**config.mk**
```make
export PLATFORM = sky130hd
export DESIGN_NAME = bmp_row_gray_decoder_core
export DESIGN_NICKNAME = d
export VERILOG_FILES = /design/src/bgd_pkg.sv /design/src/bgd_front.sv /design/src/bgd_queue.sv /design/src/bgd_back.sv /design/src/bmp_row_gray_decoder_core.sv
export VERILOG_INCLUDE_DIRS = /design/src /design/src/src
export SDC_FILE = /design/constraint.sdc
export NUM_CORES = 2
export LEC_CHECK = 0
export BUFFER_PORTS_ARGS = -buffer_cell sky130_fd_sc_hd__buf_2
export CELL_PAD_IN_SITES_DETAIL_PLACEMENT = 1
export CELL_PAD_IN_SITES_GLOBAL_PLACEMENT = 1
export CORE_UTILIZATION = 53
export CTS_CLUSTER_SIZE = 8
export DETAILED_ROUTE_END_ITERATION = 10
export MAX_ROUTING_LAYER = met4
export PLACE_DENSITY_LB_ADDON = 0.1
export SETUP_SLACK_MARGIN = 0.3
export SLEW_MARGIN = 0
export SYNTH_ARGS = -nofsm -noshare
export SYNTH_HDL_FRONTEND = slang
export SYNTH_HIERARCHICAL = 1
export SYNTH_SLANG_ARGS = --single-unit
```
**constraint.sdc**
```tcl
create_clock -name clk_i -period 16.4 [get_ports clk_i]
set_input_delay 0.82 -clock clk_i [delete_from_list [all_inputs] [get_ports clk_i]]
set_output_delay 0.82 -clock clk_i [all_outputs]
set_load 0.02 [all_outputs]
```
**src/bmp_row_gray_decoder_core_assert.svh**
```systemverilog
// Assertion macros for the BMP row gray decoder.
`ifndef BMP_ROW_GRAY_DECODER_CORE_ASSERT_SVH
`define BMP_ROW_GRAY_DECODER_CORE_ASSERT_SVH

`ifndef SYNTHESIS
// Property holds at every edge outside reset.
`define BGD_ASSERT(lbl, clk, rst_n, prop) \
  lbl: assert property (@(posedge clk) disable iff (!rst_n) (prop)) \
    else $error("bgd: assertion failed");
// Antecedent implies consequent in the same cycle.
`define BGD_ASSERT_IMPL(lbl, clk, rst_n, ante, cons) \
  lbl: assert property (@(posedge clk) disable iff (!rst_n) (ante) |-> (cons)) \
    else $error("bgd: implication failed");
// Antecedent implies consequent in the next cycle.
`define BGD_ASSERT_NEXT(lbl, clk, rst_n, ante, cons) \
  lbl: assert property (@(posedge clk) disable iff (!rst_n) (ante) |=> (cons)) \
    else $error("bgd: next-cycle implication failed");
`else
`define BGD_ASSERT(lbl, clk, rst_n, prop)
`define BGD_ASSERT_IMPL(lbl, clk, rst_n, ante, cons)
`define BGD_ASSERT_NEXT(lbl, clk, rst_n, ante, cons)
`endif

`endif

```
**src/bgd_pkg.sv**
```systemverilog
// Shared types and constants of the BMP row gray decoder.
`default_nettype none

package bgd_pkg;

  localparam int MAX_WIDTH_DEF     = 4096;
  localparam int PALETTE_DEPTH_DEF = 256;
  localparam int QUEUE_DEPTH       = 4;
  localparam int CFG_IDX_W         = 2;
  localparam int CFG_DATA_W        = 13;

  localparam logic [CFG_IDX_W-1:0] CFG_DEPTH = CFG_IDX_W'(0);
  localparam logic [CFG_IDX_W-1:0] CFG_WIDTH = CFG_IDX_W'(1);

  localparam logic MODE_LOAD = 1'b0;
  localparam logic MODE_DATA = 1'b1;

  typedef enum logic [1:0] {
    DEPTH_1  = 2'd0,
    DEPTH_4  = 2'd1,
    DEPTH_8  = 2'd2,
    DEPTH_24 = 2'd3
  } bgd_depth_e;

  typedef enum logic [1:0] {
    OP_LOAD,
    OP_INDEX,
    OP_RGB
  } bgd_op_e;

  // color component expected next in 24-bit mode
  typedef enum logic [1:0] {
    PH_BLUE,
    PH_GREEN,
    PH_RED
  } bgd_phase_e;

  typedef struct packed {
    logic       mode;
    logic [7:0] palette_index;
    logic [7:0] blue_level;
    logic [7:0] green_level;
    logic [7:0] red_level;
    logic [7:0] data_byte;
  } bgd_in_t;

  typedef struct packed {
    logic [7:0]  gray;
    logic [11:0] column;
    logic        row_end;
    logic        last;
  } bgd_out_t;

  // one unit of work for the back end
  typedef struct packed {
    bgd_op_e    op;
    bgd_depth_e depth;
    logic [7:0] byte_a;    // data byte, or palette index on a load
    logic [7:0] blue;
    logic [7:0] green;
    logic [7:0] red;
    logic [2:0] cnt_m1;    // pixels in this entry minus one
    logic [11:0] col;      // low bits of the first pixel column
    logic       ends_row;  // last pixel of the entry closes the row
  } bgd_entry_t;

endpackage

`default_nettype wire

```
**src/bgd_front.sv**
```systemverilog
// Front end: configuration, row/byte bookkeeping and work entry generation.
`default_nettype none

module bgd_front #(
  parameter int MAX_WIDTH = bgd_pkg::MAX_WIDTH_DEF
) (
  input  logic                              clk_i,
  input  logic                              rst_ni,
  input  logic                              in_valid_i,
  output logic                              in_stall_o,
  input  bgd_pkg::bgd_in_t                  in_data_i,
  input  logic                              cfg_valid_i,
  output logic                              cfg_ready_o,
  input  logic [bgd_pkg::CFG_IDX_W-1:0]     cfg_index_i,
  input  logic [bgd_pkg::CFG_DATA_W-1:0]    cfg_data_i,
  output logic                              q_push_o,
  output bgd_pkg::bgd_entry_t               q_entry_o,
  input  logic                              q_ready_i
);
  import bgd_pkg::*;

  localparam int WW = $clog2(MAX_WIDTH + 1);
  localparam int BW = $clog2(3 * MAX_WIDTH + 4);

  bgd_depth_e            depth_q, depth_d;
  logic [CFG_DATA_W-1:0] width_q, width_d;
  logic [BW-1:0]         byte_q, byte_d;
  logic [WW-1:0]         col_q, col_d;
  bgd_phase_e            phase_q, phase_d;
  logic [7:0]            blue_q, blue_d;
  logic [7:0]            green_q, green_d;

  logic [WW-1:0] eff_w;
  logic [WW-1:0] avail;
  logic [BW-1:0] nb;
  logic [BW-1:0] row_bytes;
  logic [BW-1:0] byte_inc;
  logic [3:0]    per_pix;
  logic [3:0]    n_pix;
  logic          col_lt_w;
  logic          accept;

  // a register write takes the cycle; hold the request off meanwhile
  assign cfg_ready_o = 1'b1;
  assign in_stall_o  = !q_ready_i || cfg_valid_i;
  assign accept      = in_valid_i && !in_stall_o;

  always_comb begin
    if (width_q == '0) begin
      eff_w = WW'(1);
    end else if (32'(width_q) > 32'(MAX_WIDTH)) begin
      eff_w = WW'(MAX_WIDTH);
    end else begin
      eff_w = WW'(width_q);
    end
  end

  // bytes per row, padded to a multiple of four
  always_comb begin
    case (depth_q)
      DEPTH_1:  nb = (BW'(eff_w) + BW'(7)) >> 3;
      DEPTH_4:  nb = (BW'(eff_w) + BW'(1)) >> 1;
      DEPTH_8:  nb = BW'(eff_w);
      default:  nb = BW'(eff_w) + (BW'(eff_w) << 1);
    endcase
    row_bytes = (nb + BW'(3)) & ~BW'(3);
  end

  assign byte_inc = byte_q + BW'(1);
  assign col_lt_w = col_q < eff_w;
  assign avail    = eff_w - col_q;

  always_comb begin
    case (depth_q)
      DEPTH_1: per_pix = 4'd8;
      DEPTH_4: per_pix = 4'd2;
      default: per_pix = 4'd1;
    endcase
    if (!col_lt_w) begin
      n_pix = 4'd0;
    end else if (avail >= WW'(per_pix)) begin
      n_pix = per_pix;
    end else begin
      n_pix = 4'(avail);
    end
  end

  always_comb begin
    depth_d = depth_q;
    width_d = width_q;
    byte_d  = byte_q;
    col_d   = col_q;
    phase_d = phase_q;
    blue_d  = blue_q;
    green_d = green_q;

    q_push_o           = 1'b0;
    q_entry_o.op       = OP_LOAD;
    q_entry_o.depth    = depth_q;
    q_entry_o.byte_a   = (in_data_i.mode == MODE_DATA) ? in_data_i.data_byte
                                                       : in_data_i.palette_index;
    q_entry_o.blue     = (in_data_i.mode == MODE_DATA) ? blue_q : in_data_i.blue_level;
    q_entry_o.green    = (in_data_i.mode == MODE_DATA) ? green_q : in_data_i.green_level;
    q_entry_o.red      = (in_data_i.mode == MODE_DATA) ? in_data_i.data_byte
                                                       : in_data_i.red_level;
    q_entry_o.cnt_m1   = 3'd0;
    q_entry_o.col      = 12'(col_q);
    q_entry_o.ends_row = 1'b0;

    if (cfg_valid_i) begin
      if (cfg_index_i == CFG_DEPTH) begin
        depth_d = bgd_depth_e'(cfg_data_i[1:0]);
        byte_d  = '0;
        col_d   = '0;
        phase_d = PH_BLUE;
      end else if (cfg_index_i == CFG_WIDTH) begin
        width_d = cfg_data_i;
        byte_d  = '0;
        col_d   = '0;
        phase_d = PH_BLUE;
      end
    end else if (accept) begin
      if (in_data_i.mode == MODE_LOAD) begin
        q_push_o = 1'b1;
      end else begin
        if (depth_q == DEPTH_24) begin
          if (col_lt_w) begin
            case (phase_q)
              PH_BLUE: begin
                blue_d  = in_data_i.data_byte;
                phase_d = PH_GREEN;
              end
              PH_GREEN: begin
                green_d = in_data_i.data_byte;
                phase_d = PH_RED;
              end
              default: begin
                q_push_o           = 1'b1;
                q_entry_o.op       = OP_RGB;
                q_entry_o.ends_row = (col_q + WW'(1)) == eff_w;
                col_d              = col_q + WW'(1);
                phase_d            = PH_BLUE;
              end
            endcase
          end
        end else if (n_pix != 4'd0) begin
          q_push_o           = 1'b1;
          q_entry_o.op       = OP_INDEX;
          q_entry_o.cnt_m1   = 3'(n_pix - 4'd1);
          q_entry_o.ends_row = (col_q + WW'(n_pix)) == eff_w;
          col_d              = col_q + WW'(n_pix);
        end
        if (byte_inc >= row_bytes) begin
          byte_d  = '0;
          col_d   = '0;
          phase_d = PH_BLUE;
        end else begin
          byte_d = byte_inc;
        end
      end
    end
  end

  always_ff @(posedge clk_i or negedge rst_ni) begin
    if (!rst_ni) begin
      depth_q <= DEPTH_8;
      width_q <= CFG_DATA_W'(1);
      byte_q  <= '0;
      col_q   <= '0;
      phase_q <= PH_BLUE;
      blue_q  <= '0;
      green_q <= '0;
    end else begin
      depth_q <= depth_d;
      width_q <= width_d;
      byte_q  <= byte_d;
      col_q   <= col_d;
      phase_q <= phase_d;
      blue_q  <= blue_d;
      green_q <= green_d;
    end
  end

endmodule

`default_nettype wire

```
**src/bgd_queue.sv**
```systemverilog
// Short entry queue between the front and back ends.
`default_nettype none

module bgd_queue (
  input  logic                clk_i,
  input  logic                rst_ni,
  input  logic                push_i,
  input  bgd_pkg::bgd_entry_t entry_i,
  output logic                ready_o,
  output logic                valid_o,
  output bgd_pkg::bgd_entry_t head_o,
  input  logic                pop_i
);
  import bgd_pkg::*;

  localparam int PW = (QUEUE_DEPTH > 1) ? $clog2(QUEUE_DEPTH) : 1;
  localparam int CW = $clog2(QUEUE_DEPTH + 1);

  bgd_entry_t    slots_q [QUEUE_DEPTH];
  logic [PW-1:0] wr_q, wr_d;
  logic [PW-1:0] rd_q, rd_d;
  logic [CW-1:0] cnt_q, cnt_d;
  logic          do_push;
  logic          do_pop;

  assign ready_o = cnt_q != CW'(QUEUE_DEPTH);
  assign valid_o = cnt_q != '0;
  assign head_o  = slots_q[rd_q];
  assign do_push = push_i && ready_o;
  assign do_pop  = pop_i && valid_o;

  always_comb begin
    wr_d  = wr_q;
    rd_d  = rd_q;
    cnt_d = cnt_q;
    if (do_push) begin
      wr_d = (wr_q == PW'(QUEUE_DEPTH - 1)) ? '0 : wr_q + PW'(1);
    end
    if (do_pop) begin
      rd_d = (rd_q == PW'(QUEUE_DEPTH - 1)) ? '0 : rd_q + PW'(1);
    end
    if (do_push && !do_pop) begin
      cnt_d = cnt_q + CW'(1);
    end else if (do_pop && !do_push) begin
      cnt_d = cnt_q - CW'(1);
    end
  end

  always_ff @(posedge clk_i) begin
    if (do_push) begin
      slots_q[wr_q] <= entry_i;
    end
  end

  always_ff @(posedge clk_i or negedge rst_ni) begin
    if (!rst_ni) begin
      wr_q  <= '0;
      rd_q  <= '0;
      cnt_q <= '0;
    end else begin
      wr_q  <= wr_d;
      rd_q  <= rd_d;
      cnt_q <= cnt_d;
    end
  end

endmodule

`default_nettype wire

```
**src/bgd_back.sv**
```systemverilog
// Back end: palette store, gray conversion and one-pixel-per-cycle output while the output is not stalled.
`default_nettype none

module bgd_back #(
  parameter int PALETTE_DEPTH = bgd_pkg::PALETTE_DEPTH_DEF
) (
  input  logic                clk_i,
  input  logic                rst_ni,
  input  logic                q_valid_i,
  input  bgd_pkg::bgd_entry_t q_head_i,
  output logic                q_pop_o,
  output logic                out_valid_o,
  input  logic                out_stall_i,
  output bgd_pkg::bgd_out_t   out_data_o
);
  import bgd_pkg::*;

  localparam int AW = (PALETTE_DEPTH > 1) ? $clog2(PALETTE_DEPTH) : 1;

  localparam logic [15:0] W_RED   = 16'd77;
  localparam logic [15:0] W_GREEN = 16'd151;
  localparam logic [15:0] W_BLUE  = 16'd28;

  logic [7:0] pal_mem [PALETTE_DEPTH];

  logic [2:0]  k_q, k_d;
  logic        out_valid_q, out_valid_d;
  logic        from_pal_q;
  logic        oob_q;
  logic [7:0]  gray_q;
  logic [7:0]  rd_q;
  logic [11:0] col_q;
  logic        row_end_q;
  logic        last_q;

  logic        can_out;
  logic        is_load;
  logic        fire;
  logic        pix;
  logic        end_k;
  logic [7:0]  pidx;
  logic        pidx_oob;
  logic        load_oob;
  logic        mem_we;
  logic        mem_re;
  logic [15:0] wsum;
  logic [7:0]  conv_gray;

  // weights sum to 256, so the top byte never overflows
  assign wsum = 16'(q_head_i.red) * W_RED + 16'(q_head_i.green) * W_GREEN
              + 16'(q_head_i.blue) * W_BLUE;
  assign conv_gray = wsum[15:8];

  assign can_out = !out_valid_q || !out_stall_i;
  assign is_load = q_head_i.op == OP_LOAD;
  assign fire    = q_valid_i && (is_load || can_out);
  assign pix     = fire && !is_load;
  assign end_k   = k_q == q_head_i.cnt_m1;
  assign q_pop_o = fire && (is_load || end_k);

  // palette field, most significant first
  always_comb begin
    case (q_head_i.depth)
      DEPTH_1: pidx = {7'd0, q_head_i.byte_a[3'd7 - k_q]};
      DEPTH_4: pidx = k_q[0] ? {4'd0, q_head_i.byte_a[3:0]}
                             : {4'd0, q_head_i.byte_a[7:4]};
      default: pidx = q_head_i.byte_a;
    endcase
  end

  assign pidx_oob = 9'(pidx) >= 9'(PALETTE_DEPTH);
  assign load_oob = 9'(q_head_i.byte_a) >= 9'(PALETTE_DEPTH);
  assign mem_we   = fire && is_load && !load_oob;
  assign mem_re   = pix && (q_head_i.op == OP_INDEX);

  always_ff @(posedge clk_i) begin
    if (mem_we) begin
      pal_mem[q_head_i.byte_a[AW-1:0]] <= conv_gray;
    end
    if (mem_re) begin
      rd_q <= pal_mem[pidx[AW-1:0]];
    end
  end

  always_comb begin
    k_d = k_q;
    if (pix) begin
      k_d = end_k ? 3'd0 : k_q + 3'd1;
    end
    if (pix) begin
      out_valid_d = 1'b1;
    end else if (!out_stall_i) begin
      out_valid_d = 1'b0;
    end else begin
      out_valid_d = out_valid_q;
    end
  end

  always_ff @(posedge clk_i) begin
    if (pix) begin
      from_pal_q <= q_head_i.op == OP_INDEX;
      oob_q      <= pidx_oob;
      gray_q     <= conv_gray;
      col_q      <= q_head_i.col + 12'(k_q);
      row_end_q  <= q_head_i.ends_row && end_k;
      last_q     <= end_k;
    end
  end

  always_ff @(posedge clk_i or negedge rst_ni) begin
    if (!rst_ni) begin
      k_q         <= '0;
      out_valid_q <= 1'b0;
    end else begin
      k_q         <= k_d;
      out_valid_q <= out_valid_d;
    end
  end

  assign out_valid_o        = out_valid_q;
  assign out_data_o.gray    = from_pal_q ? (oob_q ? 8'd0 : rd_q) : gray_q;
  assign out_data_o.column  = col_q;
  assign out_data_o.row_end = row_end_q;
  assign out_data_o.last    = last_q;

endmodule

`default_nettype wire

```
**src/bmp_row_gray_decoder_core.sv**
```systemverilog
// Top level of the BMP row gray decoder.
`default_nettype none
`include "bmp_row_gray_decoder_core_assert.svh"

// Decodes BMP pixel rows into 8-bit gray pixels. The front end takes one
// request per cycle (palette load or row byte) while its four-entry queue
// has room and no register write is offered; the back end emits one pixel
// per cycle while the output is not stalled. A byte yields 8 pixels at 1 bpp,
// 2 at 4 bpp and 1 at 8 bpp (fewer at the end of a row), and a 24-bit pixel
// comes from every third byte. Palette loads produce no output pixel;
// padding and bytes that gather color components produce no queue entry.
// With an empty queue, the first pixel of a byte passes through a queue slot
// and the back-end output registers before it is offered. Gray is
// (77*R + 151*G + 28*B) >> 8. The palette is not cleared at reset; entries
// must be loaded before use. A depth or width write restarts the row
// position.
module bmp_row_gray_decoder_core #(
  parameter int MAX_WIDTH     = bgd_pkg::MAX_WIDTH_DEF,
  parameter int PALETTE_DEPTH = bgd_pkg::PALETTE_DEPTH_DEF
) (
  input  logic                           clk_i,
  input  logic                           rst_ni,
  input  logic                           in_valid_i,
  output logic                           in_stall_o,
  input  bgd_pkg::bgd_in_t               in_data_i,
  output logic                           out_valid_o,
  input  logic                           out_stall_i,
  output bgd_pkg::bgd_out_t              out_data_o,
  input  logic                           cfg_valid_i,
  output logic                           cfg_ready_o,
  input  logic [bgd_pkg::CFG_IDX_W-1:0]  cfg_index_i,
  input  logic [bgd_pkg::CFG_DATA_W-1:0] cfg_data_i
);
  import bgd_pkg::*;

  logic       q_push;
  logic       q_ready;
  logic       q_valid;
  logic       q_pop;
  bgd_entry_t q_entry;
  bgd_entry_t q_head;

  bgd_front #(
    .MAX_WIDTH(MAX_WIDTH)
  ) u_front (
    .clk_i      (clk_i),
    .rst_ni     (rst_ni),
    .in_valid_i (in_valid_i),
    .in_stall_o (in_stall_o),
    .in_data_i  (in_data_i),
    .cfg_valid_i(cfg_valid_i),
    .cfg_ready_o(cfg_ready_o),
    .cfg_index_i(cfg_index_i),
    .cfg_data_i (cfg_data_i),
    .q_push_o   (q_push),
    .q_entry_o  (q_entry),
    .q_ready_i  (q_ready)
  );

  bgd_queue u_queue (
    .clk_i  (clk_i),
    .rst_ni (rst_ni),
    .push_i (q_push),
    .entry_i(q_entry),
    .ready_o(q_ready),
    .valid_o(q_valid),
    .head_o (q_head),
    .pop_i  (q_pop)
  );

  bgd_back #(
    .PALETTE_DEPTH(PALETTE_DEPTH)
  ) u_back (
    .clk_i      (clk_i),
    .rst_ni     (rst_ni),
    .q_valid_i  (q_valid),
    .q_head_i   (q_head),
    .q_pop_o    (q_pop),
    .out_valid_o(out_valid_o),
    .out_stall_i(out_stall_i),
    .out_data_o (out_data_o)
  );

  // a request is never pushed into a full queue
  `BGD_ASSERT_IMPL(a_push_room, clk_i, rst_ni, q_push, q_ready)
  // the pixel closing a row always closes its request
  `BGD_ASSERT_IMPL(a_row_end_last, clk_i, rst_ni,
                   out_valid_o && out_data_o.row_end, out_data_o.last)
  // pixels of one request follow without a bubble
  `BGD_ASSERT_NEXT(a_no_bubble, clk_i, rst_ni,
                   out_valid_o && !out_stall_i && !out_data_o.last, out_valid_o)

endmodule

`default_nettype wire
```
==> metrics.yaml <==
first_global_vias: 71120
drive_gt1_frac: 0.1027
cts_buffer_depth: 4
fin_skew_ps: 59.80
ios: 86
cp_max_fo: 103
min_period_ps: 9496
synthArstFlopShare: 0.03011
tns_ps: 0
finalSetupViolations: 0
required_ps: 16970
hp-class: "in2reg"
final_core_util: 0.5977
max_stage_delay_ps: 910
fin_area_um2: 113800
dpl.hpwl_mm: 197.3
cts_setup_buffers: 0
cts_tree: "built"
cts_htree_levels: 5
clock.fmax_mhz: 105.3
worstPathArrival_ps: 10070
yosysSeqAreaShare: 0.6923
end_kind: "register"
post_dp_cell_area_um2: 104700
synthToLayoutAreaGrowth_pct: 11.81
die_h_um: 440.2
cts-resized-gates: 0
synth_ff_type: "edfxtp_1"
drt-wirelength-per-cell_um: 31.29
start_util: 0.5346
core_area_um2: 190400
grt_pass1_wl_mm: 480.8
cp-start-kind: "register"
crit_top_cell: "fa_1"
ys_seq_elements: 2358
layout.nets: 8249
vias: 68920
rsz0062_at_grt: "false"
yosysWarnings: 6
firstDrtPassIters: 6
drc: 0
routabilityCongestion: 0.9141
timing.final.crit_share: 0.5790
viasPerCell: 6.520
synth-edff-count: 2287
fill_cells: 18250
postSynthAreaPerCell_um2: 12.88
port_buffers: 84
path_class: "reg2reg"
slew_headroom: 0.01612
cts_made_buffers: 345
hold_buffers: 1
grt.total_usage: 0.3506
cpMaxStageDelayCell: "buf_4"
cts.clk_slew.worst_paths_ps: 60
slew_violations: 0
syn-num-nets: 8168
netlist_instances: 7904
antenna_found_initial: 15
antenna_left: 0
totalWireLength_mm: 330.8
num_rows: 160
gr-total-overflow: 0
crit_chain: "buf_4 -> mux4_2 -> fa_1 -> inv_1 -> fa_1 -> fa_1 -> inv_1 -> fa_1 -> fa_1 -> inv_1 -> fa_1 -> inv_1 -> ha_1 -> a21o_1 -> a31o_2 -> a41o_1 -> o41a_1 -> a21oi_1 -> xnor2_2 -> buf_4 -> buf_4"
synth_cell_types: 107
initialDrtViolationCount: 7745
cts_root_buffer: "clkbuf_16"
clock_latency_ps: 960
status: "finished with violations"
netlist_area_um2: 101800
grt_max_degree: 192
fp.dieW_um: 440.2
cap_viol_max_count: 1
finalHoldViolations: 0
dieArea_um2: 193800
tightest_slew_ps: 1439
clkSinkCount: 2358
violations: "max-capacitance violations"
worst max-delay path, delay by kind of cell, from the launching register on:
| family | cells | cell delay [ps] |
|---|---|---|
| AOI/OAI and AO/OA | 5 | 1510 |
| adders and majority gates | 7 | 3210 |
| DFF | 1 | 650 |
| buffers and inverters | 7 | 2690 |
| xor gates and xnor gates | 1 | 140 |
| muxes | 1 | 720 |
sequential cells by signal, summed over array words and instances (netlist names), 3 cells and up:
signal / count
u_back/col_q: 12
u_back/gray_q: 8
u_front/byte_q: 14
u_back/k_q: 3
u_back/pal_mem: 2048
u_front/col_q: 13
u_back/rd_q: 8
u_front/green_q: 8
u_front/width_q: 13
u_front/blue_q: 8
u_queue/cnt_q: 3
u_queue/slots_q: 208
cell type report:
class,count,area (um2),area share
clock buffers,399,8964,0.07877
repair buffers,231,1667,0.01465
multi-input cells,4867,28720,0.2524
well taps,2511,3142,0.02761
inverters,182,683.2,0.006004
diodes,14,35.03,0.0003079
flip-flops and latches,2358,70460,0.6192
clock inverters,9,125.1,0.001100
cell usage in the layout (no fill, tap or decap), drive strengths merged, types with 15 or more instances in the layout:
| master | instances |
|---|---|
| inv | 185 |
| clkbuf | 399 |
| xnor2 | 76 |
| o21ai | 79 |
| mux4 | 87 |
| nand2 | 1937 |
| mux2 | 64 |
| xor2 | 32 |
| nor4 | 32 |
| a21oi | 141 |
| o22ai | 19 |
| fa | 67 |
| a31oi | 118 |
| and3 | 130 |
| ha | 136 |
| nand4 | 46 |
| nor2 | 370 |
| mux2i | 96 |
| nor2b | 26 |
| edfxtp | 2287 |
| a21o | 21 |
| nand3 | 901 |
| nor3 | 46 |
| a211oi | 64 |
| buf | 230 |
| dfrtp | 69 |
| a221oi | 15 |
| a311oi | 94 |
| a32oi | 31 |
through the flow:
step | hold WS [ps] | instances | setup WS [ps]
after floorplan | 447.3 | 7904 | 1843
after global placement | 470.5 | 10150 | 7090
after detailed placement | 485.0 | 10150 | 6864
after CTS | 67.82 | 10560 | 6883
after global routing | 100.1 | 10570 | 6500
final | 129.4 | 10570 | 6904
metal layers:
metal / up-vias / GRT usage / wire length (um)
met5: - / - / 0
met4: 0 / 0.1520 / 14870
met3: 717 / 0.06188 / 28600
met2: 3423 / 0.5438 / 158000
met1: 35700 / 0.4559 / 129300
li1: 29080 / - / -
cell usage after synthesis (all sizes together) (11+ instances only):
cell type / instances / area share
o31ai: 11 / 0.0010
or3: 12 / 0.00080
a21oi: 141 / 0.0072
o22ai: 19 / 0.0012
nand3: 901 / 0.044
dfrtp: 69 / 0.017
fa: 67 / 0.013
a2111oi: 11 / 0.00095
xor2: 32 / 0.0028
and3: 130 / 0.0080
a211oi: 64 / 0.0048
nand4: 46 / 0.0028
a32o: 12 / 0.0012
mux4: 87 / 0.019
a221oi: 15 / 0.0014
nor4: 32 / 0.0023
a21o: 21 / 0.0015
nor2: 370 / 0.014
xnor2: 76 / 0.0066
a31oi: 118 / 0.0073
ha: 136 / 0.017
nand2: 1937 / 0.071
o21ai: 79 / 0.0039
buf: 275 / 0.013
mux2: 64 / 0.0072
a32oi: 31 / 0.0027
mux2i: 96 / 0.0095
a311oi: 94 / 0.0081
o211ai: 14 / 0.0010
clkbuf: 222 / 0.0082
nor3: 46 / 0.0024
edfxtp: 2287 / 0.67
inv: 180 / 0.0066
a31o: 14 / 0.0012
nor2b: 26 / 0.0016
o31a: 11 / 0.00095
final timing paths:
path | from | endpoint | slack [ps] | cells after the start
max in group asynchronous | rst_ni | u_queue/rd_q[0] | 14850 | 3
min in group asynchronous | rst_ni | u_front/byte_q[10] | 290 | 2
setup / recovery | u_queue/rd_q[0] | u_back/pal_mem[179][7] | 6900 | 21
setup reg to reg | u_queue/rd_q[0] | u_back/pal_mem[179][7] | 6900 | 21
hold reg to reg | u_queue/cnt_q[2] | u_queue/cnt_q[2] | 490 | 1
hold / removal | cfg_data_i[9] | u_front/width_q[9] | 130 | 2
cell families after synthesis:
logic type,count (synthesis),synth area share
and+or+nand+nor,3562,0.1524
DFF,2358,0.6923
adders and majority gates,204,0.03000
xor gates and xnor gates,108,0.009368
other,1,0.00003685
muxes,247,0.03600
AOI/OAI and AO/OA,745,0.05219
buffers and inverters,679,0.02772
Power is left out: the tool's default activity adds up to more than one toggle a clock period on the data nets, which glitch-free logic cannot reach.
